<file path="src/hdl/srcor_out.sv">
// ----------------------------------------------------------------------------
// srcor_out
// Output register stage holding one finished result.
// ----------------------------------------------------------------------------
module srcor_out (
    input  logic        aclk,
    input  logic        aresetn,
    input  logic        in_valid,
    output logic        in_ready,
    input  logic [17:0] in_data,
    output logic        m_valid,
    input  logic        m_ready,
    output logic [17:0] m_data
);

    logic        valid_reg;
    logic [17:0] data_reg;

    assign in_ready = !valid_reg || m_ready;
    assign m_valid  = valid_reg;
    assign m_data   = data_reg;

    always_ff @(posedge aclk) begin
        if (!aresetn) begin
            valid_reg <= 1'b0;
        end else if (in_ready) begin
            valid_reg <= in_valid;
        end
    end

    always_ff @(posedge aclk) begin
        if (in_ready && in_valid) data_reg <= in_data;
    end

endmodule

</file>
<file path="config.mk">
export PLATFORM = sky130hd
export DESIGN_NAME = srcor_out
export DESIGN_NICKNAME = d
export VERILOG_FILES = /design/src/hdl/srcor_out.sv
export SDC_FILE = /design/constraint.sdc
export NUM_CORES = 1
export LEC_CHECK = 0
export BUFFER_PORTS_ARGS = -buffer_cell sky130_fd_sc_hd__buf_4
export CAP_MARGIN = 20
export CORE_MARGIN = 4
export CORE_UTILIZATION = 34
export DETAILED_ROUTE_END_ITERATION = 10
export PLACE_DENSITY = 0.71
export SYNTH_ARGS = -nofsm -noshare
export SYNTH_HDL_FRONTEND = slang
export SYNTH_SLANG_ARGS = --single-unit
</file>
<file path="constraint.sdc">
create_clock -name aclk -period 1.05 [get_ports aclk]
set_clock_uncertainty 0.1 [all_clocks]
set_input_delay 0.105 -clock aclk [delete_from_list [all_inputs] [get_ports aclk]]
set_output_delay 0.105 -clock aclk [all_outputs]
set_load 0.02 [all_outputs]
</file>
---- Word level (Yosys, flattened, before mapping) ----
Index checks and enable logic that the tools add are counted.
word-level totals
  output and inout port bits .............. 20
  bits in registers ....................... 19
  bits of input ports ..................... 22
  word-level logic and storage cells ...... 5
cells by class
  reductions and logical operators ........ 3
operators by type and width
  kind               count
  $logic_and 1x1->1  1
  $logic_not 1->1    1
  $logic_or 1x1->1   1

---- Logic depth before layout (Yosys ltp) ----
  depth after elaboration ................. 3
  mapped depth ............................ 2
  mapped depth without buffers ............ 2

---- Worst setup path before layout ----
Ideal clock, no wire load.
  path kind ............................... reg-to-reg
  from .................................... register valid_reg (netlist: m_valid)
  to ...................................... register data_reg[0] (netlist: m_data[0]), enable pin
  path slack .............................. -149 ps
  stages on the path, launching flop included .. 3
  clock period less this slack ............ 1199 ps
  library setup time ...................... 316 ps
  buffers on the path ..................... 0
  arrival time ............................ 783 ps
  data required time ...................... 634 ps
  cells stage by stage .................... dfxtp_1 -> nand2b_4 -> and2_4
on the way
  cells in the longest elaborated chain, start to end .. 3
RTL lines
  element                 line  source
  start, declared         16    logic valid_reg;
  start signal, assigned  27    valid_reg <= in_valid;
  $logic_not 1->1         19    assign in_ready = !valid_reg || m_ready;
  $logic_or 1x1->1        19
  net in_ready            9     output logic in_ready,
  $logic_and 1x1->1       32    if (in_ready && in_valid) data_reg <= in_data;
  end signal, assigned    32
  end, declared           17    logic [17:0] data_reg;
The timed path passes the listed nets, and every way through them passes these cells.
A chain may end at the register's enable or synchronous reset.

---- Worst setup path in the final report ----
  from .................................... register valid_reg (netlist: m_valid)
  to ...................................... output in_ready
on the way
  cells in the longest elaborated chain, start to end .. 2
RTL lines
  element           line
  $logic_not 1->1   19
  $logic_or 1x1->1  19
  end, declared     9
No other way between the ends.

==> metrics list <==
- In the routed layout, each cell is associated on average with a via count of 4.42.
- Final routed DRC violation total: 0
- On the worst path, the slowest cell contributes a delay of 0.37 ns.
- In this run the critical register-to-register path is launched from m_valid.
* Critical path launch point type: flip-flop
* Dominant cell type by count on the critical path: buf_6
- Relative to the synthesized area, the layout overhead comes to 108%.
* Placeable core region: 0.00158 sq mm
- The largest total area in the synthesized netlist belongs to edfxtp_1.
* Max-slew violation count: 0
* Cell Area, Placed: 937 sq um
- Count of antenna diodes in the layout: 0
* Die area: 0.00249 sq mm
- The share of total power dissipated in sequential elements is 57.4%.
* Clk Latency, worst-skew pair: 0.29 ns
* VDD IR-drop max: 0.000791 V
- Entering global routing, the biggest net connects 19 pins.
* Setup repair after global routing missed its margin: yes
- The signal on the critical path passes through nand2b_4 > buf_6 > buf_6.
- Post-synthesis average cell area: 26.0 sq um
* Number of port buffers: 41
* Flip-flop and latch count after synthesis: 19
- In this run the count of I/O pins placed on the die edge is 42.
* Most frequent standard cell in the layout excluding fill and tap cells: buf_4
* Global Route Usage Sum: 12.0%
* Cell depth of the worst setup path: 3
- Transition time at the pin with the least slew margin: 0.229 ns
- Net switching is 22.7% of the power.
- Arrival time reported for the critical path endpoint: 0.94 ns
- The run finished, with violations left.
- The first detailed-routing pass took 3 iterations.
* Die H: 49.9 um
- Fraction of post-synthesis cell area in the top cell type by area: 90.4%
- Reported leakage power: 0.000533 uW
- Violated checks: negative setup slack
- Counting I/O delays and the setup requirement, the final critical path takes 1.15 ns.
- Comb pwr share: 19.4%
* Number of buffers created by CTS: 3
- By area the synthesized netlist is led by edfxtp_1, dfxtp_1, nand2b_4, a21boi_2, and2_4.
* Critical path startpoint: m_valid
- Sequential cells were found to cover 93.7% of the synthesized design area.
- In this run, the number of DRC markers left after iteration 0 of detailed routing was 3.
- Once routing completed, OpenROAD measured the worst setup slack at -0.0968 ns.
- After synthesis, the netlist uses 6 different library cells.
* Clk pin slew, worst setup/hold paths: 0.11 ns
* Highest-count cells in the layout ignoring fill and taps: buf_4, dlygate4sd3_1, buf_6, edfxtp_1, clkbuf_4
* Cell Int Power: 1220 uW
- First-pass GRT wire length: 2220 um
* Clk root buf: clkbuf_4
- Design area: 0.00125 sq mm
* Final setup vio count: 22
- CTS tree: built
- For the worst setup path, the data required time is 0.84 ns.
- Worst min-delay path category: input port to flip-flop
- Die X-Extent: 49.9 um
- After detailed routing, the total wire length is 1560 um.
- In this run the tightest slew margin relative to its limit is 84.7%.
- Number of global-route vias before repair: 507
- The number of hold-slack violations in the final timing report came to 0.
- The worst register-to-register path ends at m_data[6].
- The count of nets left with antenna violations once routing finished came out at 0.
- Total congestion overflow after global routing: 0
- Buffer levels on the longest clock path: 2
- Dividing the detail-routed wire length by the instance count gives 14.7 um.
* Timing-limited maximum frequency: 0.872 GHz
* Worst setup EP type: primary output
- Across all register-to-register paths, the minimum setup slack is -0.06 ns.
* Power spent charging and discharging nets: 356 uW
- Detailed-route via count: 469
- For this run, the share of the core covered by cells in the final layout is 79.0%.
* Clock share of power: 23.2%
- Synthesis produced a netlist whose cell count is 23.
- Dividing total power by cell area gives a power density of 1260 mW/mm^2.
- Std-Cell Rows: 14
- Destination of the critical timing path: in_ready
- Yosys printed 0 warnings.
- Gpl congestion: 0.611
* Layout cells sized above 1: 55.6%
- Final #Nets: 113
- H-tree lvl count: 1
- Critical path's top delay family: flip-flops
- Cell with the largest stage delay on the worst path: dfxtp_4
- Max-cap violations in this run came to 0.
- Tcrit/Tclk final: 109%
- CP max FO: 2
- The number of buffers and inverters on the critical path is 2.
- The number of nets handed over by synthesis was 45.
* Initial antenna violation count: 0
* Number of sinks handled by clock tree synthesis: 19
- The worst setup path is of the flip-flop to primary output kind.
* Cell area after synthesis: 598 sq um
- Worst reg2reg path depth: 2
* Initial Util: 37.9%
-- how the worst min path moves through the flow --
stage / startpoint / to / slack [ns] / cells after the start
5_1_grt: m_ready / m_valid / 0.16 / 5
3_3_place_gp: in_data[1] / m_data[1] / 0.18 / 1
3_5_place_dp: in_data[12] / m_data[12] / 0.18 / 1
6_report: m_ready / m_valid / 0.15 / 5
4_1_cts: m_ready / m_valid / 0.06 / 4
2_1_floorplan: in_data[0] / m_data[0] / 0.10 / 0
-- layout make-up --
cell class              instances  area, sq um
fillers                        98          330
well taps                      16         20.0
flip-flops and latches         19          564
multi-input cells               3         33.8
repair buffers                 63          598
inverters                       1         3.75
clock buffers                   4         26.3
-- power groups by stage --
stage	Combinational, uW	Sequential [uW]	Clock [uW]
after floorplan	26.2	967	0
after global placement	213	909	0
after detailed placement	215	911	0
after CTS	280	895	364
after global routing	320	908	405
final	304	902	365
-- worst reg2reg max path: cells and delay by family (launching register included) --
family	cells	cell delay (ns)
simple gates	2	0.35
flops	1	0.36
-- registers in the layout, indices dropped and copies added, names as in the netlist --
signal and flops:
m_data 18, m_valid 1
-- per-layer routing --
| metal | track usage, % | vias up | part of all wire (%) |
|---|---|---|---|
| met5 | 0 | - | 0 |
| met3 | 3.92 | 0 | 8.4 |
| li1 | - | 221 | - |
| met4 | 3.69 | 0 | 0 |
| met2 | 24.2 | 26 | 59 |
| met1 | 10.8 | 222 | 32 |
-- timing repair --
item / 4_1_cts / 5_1_grt
buffers inserted: 0 / 1
hold buffers: 20 / 0
endpoints found under the hold margin: 19 / 0
endpoints found under the setup margin: 22 / 37
resized for setup: 5 / 15
-- kinds of logic (layout without fill, tap and decap cells) --
group                  count (synthesis)  in the layout  share of synthesized area [%]
and+or+nand+nor                        2              2                           3.77
AOI/OAI and AO/OA                      1              1                           1.88
buffers and inverters                  1             68                          0.627
DFF                                   19             19                           93.7
-- cells in the mapped netlist (all sizes together) --
| master | n |
|---|---|
| and2 | 1 |
| dfxtp | 1 |
| a21boi | 1 |
| inv | 1 |
| nand2b | 1 |
| edfxtp | 18 |
-- through the flow --
step                      setup TNS [ns]  setup WS, ns  power [uW]  hold WS (ns)  instances
final                              -1.17       -0.0968        1570         0.154        106
after floorplan                    -1.70       -0.0945         993         0.104         23
after CTS                          -1.37        -0.107        1540        0.0634        105
after global routing               -2.63        -0.137        1630         0.158        106
after detailed placement          -0.877       -0.0494        1130         0.184         81
after global placement            -0.599       -0.0336        1120         0.184         81
Note: power is estimated with default switching activity, not from simulation.
