==> src/hdl/srcor_pkg.sv <==
// ----------------------------------------------------------------------------
// srcor_pkg
// Shared types and constants for the rank correlation block.
// ----------------------------------------------------------------------------
package srcor_pkg;

    localparam logic [1:0] STATUS_OK       = 2'd0;
    localparam logic [1:0] STATUS_TOO_FEW  = 2'd1;
    localparam logic [1:0] STATUS_DROPPED  = 2'd2;

    localparam int RHO_W = 16;

    typedef enum logic [3:0] {
        ST_IDLE,
        ST_RANK_I,
        ST_RANK_K,
        ST_RANK_END,
        ST_ACCUM,
        ST_DEN,
        ST_NUM,
        ST_DIV,
        ST_ROUND,
        ST_SAT,
        ST_OUT
    } calc_state_t;

    // item handed from the loader to the ranking engine
    typedef struct packed {
        logic [31:0] x_key;
        logic [31:0] y_key;
        logic        last_pair;
    } pair_item_t;

endpackage

==> src/hdl/srcor_front.sv <==
// ----------------------------------------------------------------------------
// srcor_front
// Accepts sample pairs, flips the key sign bits and passes them through a two-entry queue.
// ----------------------------------------------------------------------------
module srcor_front (
    input  logic                   aclk,
    input  logic                   aresetn,
    input  logic                   in_valid,
    output logic                   in_ready,
    input  srcor_pkg::pair_item_t  in_item,
    output logic                   q_valid,
    input  logic                   q_ready,
    output srcor_pkg::pair_item_t  q_item
);

    srcor_pkg::pair_item_t mem_reg [2];
    logic       wr_ptr_reg, rd_ptr_reg;
    logic [1:0] cnt_reg;
    logic       push, pop;

    assign in_ready = (cnt_reg != 2'd2);
    assign q_valid  = (cnt_reg != 2'd0);
    assign q_item   = mem_reg[rd_ptr_reg];
    assign push     = in_valid && in_ready;
    assign pop      = q_valid && q_ready;

    always_ff @(posedge aclk) begin
        if (push) begin
            // flip sign bit so unsigned compare gives signed order
            mem_reg[wr_ptr_reg] <= '{x_key: in_item.x_key ^ 32'h8000_0000,
                                     y_key: in_item.y_key ^ 32'h8000_0000,
                                     last_pair: in_item.last_pair};
        end
    end

    always_ff @(posedge aclk) begin
        if (!aresetn) begin
            wr_ptr_reg <= 1'b0;
            rd_ptr_reg <= 1'b0;
            cnt_reg    <= 2'd0;
        end else begin
            if (push) wr_ptr_reg <= ~wr_ptr_reg;
            if (pop)  rd_ptr_reg <= ~rd_ptr_reg;
            cnt_reg <= cnt_reg + {1'b0, push} - {1'b0, pop};
        end
    end

endmodule

==> config.mk <==
export PLATFORM = sky130hd
export DESIGN_NAME = srcor_front
export DESIGN_NICKNAME = d
export VERILOG_FILES = /design/src/hdl/srcor_pkg.sv /design/src/hdl/srcor_front.sv
export SDC_FILE = /design/constraint.sdc
export NUM_CORES = 1
export LEC_CHECK = 0
export ABC_AREA = 1
export BUFFER_PORTS_ARGS = -buffer_cell sky130_fd_sc_hd__buf_2
export CORE_MARGIN = 1.5
export CORE_UTILIZATION = 58
export CTS_BUF_LIST = sky130_fd_sc_hd__clkbuf_4
export DETAILED_ROUTE_END_ITERATION = 6
export MAX_ROUTING_LAYER = met4
export PLACE_DENSITY = 0.88
export SLEW_MARGIN = 20
export SYNTH_ARGS = -nofsm -noshare
export SYNTH_HDL_FRONTEND = slang
export SYNTH_SLANG_ARGS = --single-unit
==> constraint.sdc <==
create_clock -name aclk -period 11.3 [get_ports aclk]
set_input_delay 0.565 -clock aclk [delete_from_list [all_inputs] [get_ports aclk]]
set_output_delay 0.565 -clock aclk [all_outputs]
set_load 0.02 [all_outputs]
# [Yosys cells after proc, flatten, opt, wreduce, memory -nomap -nowiden]
# Memory sizes are Yosys's and may differ from the RTL's. A register that Yosys moved wholly into a read port is not among the register bits.
# Index checks and enable logic that the tools add are counted.
[totals] register_bits=4 ram_bits=130 in_bits=69 output_inout_bits=67 wordCells=18 memories=1
[mem_list] name="mem_reg" depth=2 width=65 rd=1 rd_clocked_by_memory_dff=1 wr=1 line_no="srcor_front.sv:16" rtl="srcor_pkg::pair_item_t mem_reg [2];"
[op_classes] n_addsub=2 n_eq_ne=1 muxes=4 bitwise_logic=4 n_reduce_logical=3
[ops] op="1-bit two-way mux" count=4
[ops] op="1-bit inverter" count=4
[ops] op="2-bit by 1-bit adder with 2-bit output" count=1
[ops] op="1-bit logical AND" count=2
[ops] op="2-bit != test (second input constant)" count=1
[ops] op="2-bit nonzero test" count=1
[ops] op="2-bit by 1-bit subtractor with 2-bit output" count=1

# [Depth between registers and ports, before layout]
[depth] ltp_word=4 mapped_depth=11 ltp_nobuf=11

# [Worst setup path after synthesis]
# No wires, ideal clock.
[synth_path] kind="register to register" from="reg cnt_reg[0]" to="mem mem_reg[0][0] (netlist bit) (enable)" setup_time_ns=0.488 arrival_time_ns=3.426 t_required_ns=10.812 path_slack_ns=7.386 path_stages_with_launch=5 n_path_buf=0 period_less_slack_ns=3.914 cell_sequence="dfxtp_1 > inv_1 > nand2_1 > nand2_1 > nor2_1"
[synth_between] elab_chain_cells=4
[synth_rtl] element="start, declared" line_no="srcor_front.sv:18" rtl="logic [1:0] cnt_reg;"
[synth_rtl] element="start signal, assigned" line_no="srcor_front.sv:44" rtl="cnt_reg <= cnt_reg + {1'b0, push} - {1'b0, pop};"
[synth_rtl] element="2-bit != test" line_no="srcor_front.sv:21" rtl="assign in_ready = (cnt_reg != 2'd2);"
[synth_rtl] element="named net in_ready" line_no="srcor_front.sv:9" rtl="output logic in_ready,"
[synth_rtl] element="1-bit logical AND" line_no="srcor_front.sv:24" rtl="assign push = in_valid && in_ready;"
[synth_rtl] element="1-bit two-way mux" line_no="srcor_front.sv:28" rtl="if (push) begin"
[synth_rtl] element="1-bit two-way mux (not written as such)" line_no="srcor_front.sv:30" rtl="mem_reg[wr_ptr_reg] <= '{x_key: in_item.x_key ^ 32'h8000_0000,"
[synth_rtl] element="end, declared" line_no="srcor_front.sv:16"
# The timed path passes the listed nets, and every way through them passes these cells.

==> reports/results.ini <==
[grt]
use_met1=0.206
met2_usage=0.292
grtUsageTotal=0.181
grtUsageMet3=0.0712
grt_pass1_vias=2672
busiest_layer=met2
overflow=0
grt_pass1_wl_mm=12.4
grt_max_degree=66
antenna_found_initial=0

[setup_path]
worstPathArrival_ns=2.06
crit_type=flip-flop to primary output
reg2reg_from=cnt_reg[0]
crit_required_ns=10.74
ff2ff_path_depth=5
startpoint_type=flip-flop
cp-endpoint=q_item[3]
r2r_setup_slack_ns=9.03
r2r_end=mem_reg[0][41]
path_max_fanout=34
cp-end-kind=primary output

[timing]
hold_viol_final=0
setup_viol=0
relSlewSlack=0.428
fmax_ghz=0.381
worst_slew_pin_slew_ns=0.858
min_period_over_period=0.232
fin_hold_ws_ns=0.254
finalSetupTns_ns=0
rsz0062_at_grt=no
layout_setup_ws_ns=8.67
finalClockSkew_ns=0.0157
timing.final.crit_period_ns=2.63
slew_viol_final=0

[clocking]
cts_tree=done
clk_pin_slew_ns=0.12
postCtsSetupBuffers=0
clk_path_buf_depth=2
cts_inserted_buffers=17
h-tree-depth=4
cts.sinks=135
clkLatencyLatePin_ns=0.49
ctsResizeCount=0
hold_buffers=0
clockRootBuffer=clkbuf_4

[cells_and_area]
fin_area_um2=6170
drive_above_1_share=0.588
syn_to_final_growth_pct=19.9
final_common_cell=buf_2
fill_cells=546
largest_reg_flops=130
antennaDiodeCount=0
final_util=0.714
mostFrequentLayoutCells=buf_2 (135), edfxtp_1 (130), mux2_4 (50)
fin_nets=461
final_cells=511

[logic_synthesis]
syn_area_um2=5140
synth_top_family_by_area=multiplexers
synth-compound-area-share=0.00195
yosysUniqueCellTypes=12
synth-simple-area-share=0.0153
synth_xor_area_frac=0
synth_seq_cells=135
synthAdderAreaFrac=0.00486
synthMuxAreaShare=0.179
ys_seq_area_frac=0.778
synth_warnings=0
synth_fp_nets=311
avgSynthCellArea_um2=21.4
syn_inst=240

[pwr]
power_mw=1.32
ir_drop_mv=0.166
p_leak_nw=2.45
power.density_nw_per_um2=214

[floorplan]
die_w_um=97.2
die_h_um=97.2
core_area_um2=8640
initial_utilization=0.596
die_area_um2=9440
io_pins=136
rows=34

[detailed_routing]
drtPass1Iterations=4
final_antenna_net_count=0
via_per_inst=5.06
wl_per_cell_um=15.7
drcViolationCount=0
routed_wl_mm=8.01
drt_iter0_markers=98
num_vias=2584

[placed_design]
dpl_cell_area_um2=5910
dpl_worst_slack_ns=8.88
dp_hpwl_mm=5.32
placed_cells=478
port_buffers=135
gp_congestion=0.729

[job]
cap_violations=0

[outcome]
status=finished clean

[min_path]
hp-class=input port to flip-flop

==> worst max-delay path, stage by stage, from the launching register on <==
cell,delay [ns]
dfxtp_4,0.71
buf_12,0.33
mux2_2,0.37
buf_2,0.16
==> layer usage <==
layer	part of all wire	vias up
met5	0	-
met1	0.40	1235
met4	0.0071	0
met3	0.075	8
met2	0.52	103
li1	-	1238
==> final cells by class <==
| cell class | count | area (µm²) | area share |
|---|---|---|---|
| Inverter | 9 | 33.8 | 0.00548 |
| Clock buffer | 19 | 143 | 0.0231 |
| Timing Repair Buffer | 138 | 711 | 0.115 |
| Clock inverter | 13 | 98.8 | 0.0160 |
| Tap cell | 108 | 135 | 0.0219 |
| Sequential cell | 135 | 4010 | 0.650 |
| Multi-Input combinational cell | 89 | 1040 | 0.169 |
==> cell families (layout without fill, tap and decap cells) <==
logic type	Yosys count	in the layout
buffers and inverters	16	179
AO/OA/AOI/OAI	2	2
flip-flops	135	135
multiplexers	65	65
AND/OR/NAND/NOR	20	20
adder cells (fa/ha/maj)	2	2
==> worst min-delay path by stage <==
stage | start | to | cells past startpoint
global route | in_item[29] | mem_reg[1][29] | 1
CTS | in_item[26] | mem_reg[0][26] | 1
floorplan | rd_ptr_reg | flip-flop | 2
detailed placement | rd_ptr_reg | flip-flop | 2
global placement | rd_ptr_reg | rd_ptr_reg | 2
finish | in_item[26] | mem_reg[0][26] | 1
==> where the power goes <==
part           total, mW  leakage, nW  internal (mW)  switching [mW]
combinational      0.386         1.07          0.173           0.213
sequential         0.670         1.26          0.634          0.0361
clock              0.264        0.120         0.0938           0.170
total               1.32         2.45          0.900           0.420
==> Yosys cell counts <==
cell / instances / area share
a21oi_1: 2 / 0.0019
buf_2: 1 / 0.00097
buf_6: 6 / 0.013
dfxtp_1: 5 / 0.019
edfxtp_1: 130 / 0.76
ha_1: 2 / 0.0049
inv_1: 9 / 0.0066
mux2_2: 15 / 0.033
mux2_4: 50 / 0.15
nand2_1: 9 / 0.0066
nand3_1: 3 / 0.0029
nor2_1: 8 / 0.0058
Note: power is estimated with default switching activity, not from simulation.
